--- config.mk ---
export PLATFORM = sky130hd
export DESIGN_NAME = svang_cordic
export DESIGN_NICKNAME = d
export VERILOG_FILES = /design/src/svang_pkg.sv /design/src/svang_cordic.sv
export SDC_FILE = /design/constraint.sdc
export NUM_CORES = 2
export LEC_CHECK = 0
export BUFFER_PORTS_ARGS = -buffer_cell sky130_fd_sc_hd__buf_2
export CAP_MARGIN = 30
export CORE_MARGIN = 8
export CORE_UTILIZATION = 55
export CTS_CLUSTER_SIZE = 10
export DETAILED_ROUTE_END_ITERATION = 10
export PLACE_DENSITY = 0.67
export SLEW_MARGIN = 40
export SYNTH_ARGS = -nofsm -noshare
export SYNTH_HDL_FRONTEND = slang
export SYNTH_SLANG_ARGS = --single-unit
--- constraint.sdc ---
create_clock -name clk -period 7.64 [get_ports clk]
set_clock_uncertainty 0.15 [all_clocks]
set_input_delay 0.382 -clock clk [delete_from_list [all_inputs] [get_ports clk]]
set_output_delay 0.382 -clock clk [all_outputs]
set_load 0.03 [all_outputs]
--- src/svang_pkg.sv ---
package svang_pkg;

  localparam int CompW     = 16;
  localparam int AngleW    = 15;
  localparam int SqW       = 31;
  localparam int NormW     = 32;
  localparam int DotW      = 33;
  localparam int CrossW    = 33;
  localparam int TriPW     = CompW + CrossW;
  localparam int TriW      = TriPW + 2;
  localparam int ProdW     = 64;
  localparam int RootW     = 32;
  localparam int NormSteps = 5;
  localparam int CosFrac   = 30;
  localparam int CosW      = 31;
  localparam int DivNumW   = 2 * RootW - 1;
  localparam int RadW      = 62;
  localparam int CordW     = 33;
  localparam int ZW        = 20;
  localparam int ZcW       = 18;
  localparam int AtanW     = 17;
  localparam int CordSteps = 17;

  localparam logic [ZcW-1:0]           PI_Q16   = 18'd205887;
  localparam logic [CosW-1:0]          ONE_Q30  = 31'h4000_0000;
  localparam logic [RadW-1:0]          ONE_Q60  = 62'h1000_0000_0000_0000;
  localparam logic signed [AngleW-1:0] AngleMax = 15'sd12868;

  localparam logic [AtanW-1:0] ATAN_TAB [CordSteps] = '{
    17'd51472, 17'd30385, 17'd16055, 17'd8150, 17'd4091, 17'd2047,
    17'd1024, 17'd512, 17'd256, 17'd128, 17'd64, 17'd32, 17'd16,
    17'd8, 17'd4, 17'd2, 17'd1
  };

  typedef struct packed {
    logic zero;
    logic neg_dot;
    logic neg_tri;
  } flags_t;

  localparam int FlagsW = $bits(flags_t);

  function automatic logic signed [2*CompW-1:0] mul16(input logic signed [CompW-1:0] a,
                                                      input logic signed [CompW-1:0] b);
    return (2*CompW)'(a) * (2*CompW)'(b);
  endfunction

endpackage

--- src/svang_cordic.sv ---
module svang_cordic
  import svang_pkg::*;
#(
  parameter int TagW = 1
) (
  input  logic                 clk,
  input  logic                 rst_n,
  input  logic                 en,
  input  logic                 in_vld,
  input  logic [CosW-1:0]      in_cos,
  input  logic [CosW-1:0]      in_sin,
  input  logic [TagW-1:0]      in_tag,
  output logic                 out_vld,
  output logic signed [ZW-1:0] out_z,
  output logic [TagW-1:0]      out_tag
);

  localparam int N = CordSteps;

  logic signed [CordW-1:0] x_r   [N];
  logic signed [CordW-1:0] y_r   [N];
  logic signed [ZW-1:0]    z_r   [N];
  logic [TagW-1:0]         tag_r [N];
  logic                    vld_r [N];

  for (genvar k = 0; k < N; k++) begin : g_stage
    logic signed [CordW-1:0] x_i, y_i, dx, dy, x_nxt, y_nxt;
    logic signed [ZW-1:0]    z_i, z_nxt, da;
    logic [TagW-1:0]         tag_i;
    logic                    vld_i;

    if (k == 0) begin : g_head
      assign x_i   = $signed({2'b00, in_cos});
      assign y_i   = $signed({2'b00, in_sin});
      assign z_i   = '0;
      assign tag_i = in_tag;
      assign vld_i = in_vld;
    end else begin : g_body
      assign x_i   = x_r[k-1];
      assign y_i   = y_r[k-1];
      assign z_i   = z_r[k-1];
      assign tag_i = tag_r[k-1];
      assign vld_i = vld_r[k-1];
    end

    assign dx = y_i >>> k;
    assign dy = x_i >>> k;
    assign da = $signed({{(ZW-AtanW){1'b0}}, ATAN_TAB[k]});

    always_comb begin
      if (y_i > 0) begin
        x_nxt = x_i + dx;
        y_nxt = y_i - dy;
        z_nxt = z_i + da;
      end else begin
        x_nxt = x_i - dx;
        y_nxt = y_i + dy;
        z_nxt = z_i - da;
      end
    end

    always_ff @(posedge clk) begin
      if (!rst_n) begin
        vld_r[k] <= 1'b0;
      end else if (en) begin
        vld_r[k] <= vld_i;
      end
    end

    always_ff @(posedge clk) begin
      if (en) begin
        x_r[k]   <= x_nxt;
        y_r[k]   <= y_nxt;
        z_r[k]   <= z_nxt;
        tag_r[k] <= tag_i;
      end
    end
  end

  assign out_vld = vld_r[N-1];
  assign out_z   = z_r[N-1];
  assign out_tag = tag_r[N-1];

endmodule

==> results.rst <==
.. list-table::
   :header-rows: 1

   * - Metric
     - Value
   * - Postcts setup bufs
     - 0
   * - Rel. slew slack
     - 41.75%
   * - Post-synthesis async set-or-reset flop share
     - 0%
   * - Overall die area
     - 221000 µm²
   * - CTS H-tree lvls
     - 4
   * - IO Pins
     - 89
   * - Tot GR Track Use
     - 27.82%
   * - Count of vias placed by the detailed router
     - 91040
   * - Fill cell total of the finished layout
     - 17620
   * - Yosys warning count
     - 0
   * - Initial Utilization
     - between 50 and 60%
   * - Wire length of the first global-routing pass
     - 496800 µm
   * - Synthesis-stage register bit count
     - 1344
   * - Number of hold violations in the final report
     - 0
   * - Top delay family on crit path
     - compound AO/OA/AOI/OAI gates
   * - Routed via count divided by cell count
     - slightly above 6
   * - Slew at the pin closest to its max-slew limit
     - 0.8658 ns
   * - Category of the most critical setup path
     - register to register
   * - Required time of the critical path
     - just over 8 ns
   * - Arrival @ worst endpoint
     - 7.60 ns
   * - Overflow left after global routing
     - 0
   * - Die boundary height
     - between 400 and 500 µm
   * - Routed wire length per instance
     - between 20 and 25 µm
   * - Worst Path Buf+Inv
     - 2
   * - EDFF count, synth
     - 1343
   * - Wire length after detailed routing
     - 320900 µm
   * - Number of cells produced by synthesis
     - roughly 12000
   * - Sequential element share of the synthesized area
     - 35.58%
   * - Maximum fanout encountered on the critical timing path
     - 17
   * - Sum of negative setup slack
     - 0 ns
   * - CP peak stage delay
     - 0.68 ns
   * - Chip width
     - 470.1 µm
   * - Starting DRT DRC Count
     - 7782
   * - FP Rows
     - 166
   * - Initial antenna violation count
     - 3
   * - RSZ-0062 raised after global routing
     - no
   * - Final cycle utilization of the critical path
     - 94.17%
   * - Final antenna-violating net count
     - 0
   * - Synthesized Nets
     - between 10000 and 15000
   * - Reported max-cap violation count
     - 0
   * - Library cell appearing most often on the critical path
     - sky130_fd_sc_hd__o21ai_0
   * - Most used cells in the layout excluding fill and tap cells
     - 1343 x sky130_fd_sc_hd__edfxtp_1, 1273 x sky130_fd_sc_hd__ha_1, 1212 x sky130_fd_sc_hd__xnor2_1, 1128 x sky130_fd_sc_hd__a21oi_1, 915 x sky130_fd_sc_hd__nor2_1
   * - Clock latency on the worst-skew pair
     - just over 0.8 ns
   * - Startpoint Class
     - register
   * - First-pass iteration count of the detailed router
     - 7
   * - Final weighted congestion in routability-driven placement
     - 0.9542
   * - Net count of the finished layout
     - 13450
   * - Register-to-register path setup slack
     - ~0.45 ns
   * - Outcome
     - complete, no violations
   * - Max-slew violations
     - 0
   * - Root Driver
     - sky130_fd_sc_hd__clkbuf_16
   * - Largest net degree at the start of global routing
     - 177
   * - Minimum period implied by the final worst setup slack
     - 7.195 ns
   * - Highest attainable clock frequency
     - between 100 and 150 MHz
   * - Fraction of layout cells with a size suffix above 1
     - 4.469%
   * - Path category of the worst min-delay check
     - input port to register
   * - End of the worst register-to-register path
     - x_r[0][197]
   * - Hold Crit Depth
     - 5
   * - Worst hold path startpoint
     - in_cos[29]
   * - Vias in the first global route
     - 86920
   * - Reg-to-Reg Start
     - y_r[0][137]
   * - Port buffer count
     - 87
   * - Layout Area Growth over Synthesis
     - 7.850%
   * - Critical-path top delay cell
     - sky130_fd_sc_hd__or4_1
   * - Minimum hold slack
     - 0.07679 ns
   * - Setup violators final
     - 0
   * - Area taken by multi-input logic gates
     - around 70000 µm²
   * - Post-DP HPWL
     - 256100 µm
   * - Type of element capturing the critical path
     - register
   * - Number of cells on the worst reg-to-reg path
     - 21
   * - Mapped cell area
     - between 100000 and 150000 µm²
   * - Area taken by flip-flops and latches
     - 40350 µm²
   * - Average footprint of a synthesized cell
     - approximately 9.5 µm²
   * - Critical path cell sequence
     - or4_1 -> nor4_2 -> nand2_1 -> nor2_1 -> nand3_1 -> nor2b_2 -> inv_1 -> a21oi_1 -> xnor2_1 -> ha_1 -> a21oi_1 -> inv_1 -> a2111oi_1 -> nand2_1 -> o21ai_0 -> o21ai_0 -> a41o_1 -> o21ai_0 -> o21ai_0 -> a21oi_1 -> xnor2_1
   * - Clock buffer count from CTS
     - around 170
   * - Count of unresolved DRC violations after routing
     - 0
   * - Synth unique cells
     - between 100 and 150
   * - Most frequent standard cell in the layout excluding fill and tap cells
     - sky130_fd_sc_hd__edfxtp_1
   * - Core area
     - 204800 µm²
   * - Endpoint, Worst Hold
     - x_r[0][32]
   * - Top_reg_cell synth
     - sky130_fd_sc_hd__edfxtp_1
   * - Number of sinks driven by the clock tree
     - 1344
   * - Maximum buffer depth of the clock tree
     - 3
   * - Clock tree from TritonCTS
     - done
   * - Clock-pin slew of the registers on the worst-case setup and hold paths
     - 0.05 ns
cell usage after synthesis (all sizes together), types with 27 or more instances:
cell type  count  area, µm²
or2           53      334.1
or3           89      561.8
nor2         922       3461
inv          624       2342
a31oi         90      563.0
a21boi        59      442.9
xor2         515       4511
nand3b        27      215.2
edfxtp      1343      40330
a211o         36      315.3
nor4         132      889.6
o41ai         77      681.9
a21oi       1129       5654
o21bai       168       1261
xnor2       1217      10660
fa            48      960.9
nand3        211       1056
a21o         480       3603
nor2b        189       1182
or4           74      578.1
buf           42      237.7
nor3         229       1161
clkbuf       157      589.3
o21ai        809       4056
nand4         95      594.3
o31ai        168       1261
and2          55      345.3
nand2        695       2611
a31o          27      236.5
o211ai        41      307.8
ha          1273      15930
nand2b       197       1232
and3          96      600.6
a211oi        81      608.1
o21a         163       1224
tightest hold or removal path, delay by kind of cell:
| kind | cells | cell delay (ns) |
|---|---|---|
| AO/OA/AOI/OAI | 2 | 0.13 |
| adder cells (fa/ha/maj) | 1 | 0.14 |
| buffers and inverters | 1 | 0.10 |
| AND/OR/NAND/NOR | 1 | 0.12 |
worst max path at each step:
stage	to	from	slack, ns	cells past startpoint
after floorplan	y_r[0][393]	y_r[0][343]	1.40	26
after global placement	x_r[0][328]	y_r[0][275]	0.68	23
after detailed placement	x_r[0][328]	y_r[0][275]	0.62	23
after CTS	x_r[0][197]	y_r[0][137]	0.51	21
after global routing	y_r[0][230]	y_r[0][179]	0.03	21
final	x_r[0][197]	y_r[0][137]	0.45	21
registers in the layout, summed over array words and instances (netlist names):
register  count
x_r         480
z_r         303
y_r         527
tag_r        17
vld_r        17
final cells by class:
cell class	instances	share of cell area (%)
tap	2688	2.750
sequential	1344	32.99
timing repair buffer	178	1.035
antenna	9	0.01841
multi-input combinational	9745	57.34
clock buffer	202	3.532
inverter	629	1.931
clock inverter	53	0.4010
cells by family (layout without fill, tap and decap cells):
family | after synthesis | count (layout) | synth area share, %
adder cells (fa/ha/maj) | 1321 | 1321 | 14.89
XOR/XNOR | 1732 | 1732 | 13.38
AND/OR/NAND/NOR | 3116 | 3116 | 13.47
buffers and inverters | 828 | 1062 | 2.812
AO/OA/AOI/OAI | 3541 | 3541 | 19.56
multiplexers | 34 | 34 | 0.3122
other | 1 | 10 | 0.003307
flip-flops | 1344 | 1344 | 35.58
per-stage QoR:
step | setup WS [ns] | instance area (µm²) | cells | utilization [%]
floorplan | 1.398 | 113400 | 11920 | -
global placement | 0.6827 | 117100 | 14570 | 57.17
detailed placement | 0.6238 | 117200 | 14570 | 57.23
CTS | 0.5137 | 122100 | 14840 | 59.64
global route | 0.02620 | 122300 | 14850 | 59.72
finish | 0.4453 | 122300 | 14850 | 59.72
timing repair:
action | in CTS | in global routing
hold endpoints to repair | 99 | 0
gates resized for setup | 0 | 3
setup endpoints to repair | 0 | 6
hold buffers | 12 | 0
metal layers:
metal	wire length (µm)	GRT usage [%]
met1	145900	38.88
met2	147100	45.69
met3	19050	3.549
met4	8723	7.547
met5	0	0
Power is left out: the tool's default activity adds up to more than one toggle a clock period on the data nets, which glitch-free logic cannot reach.
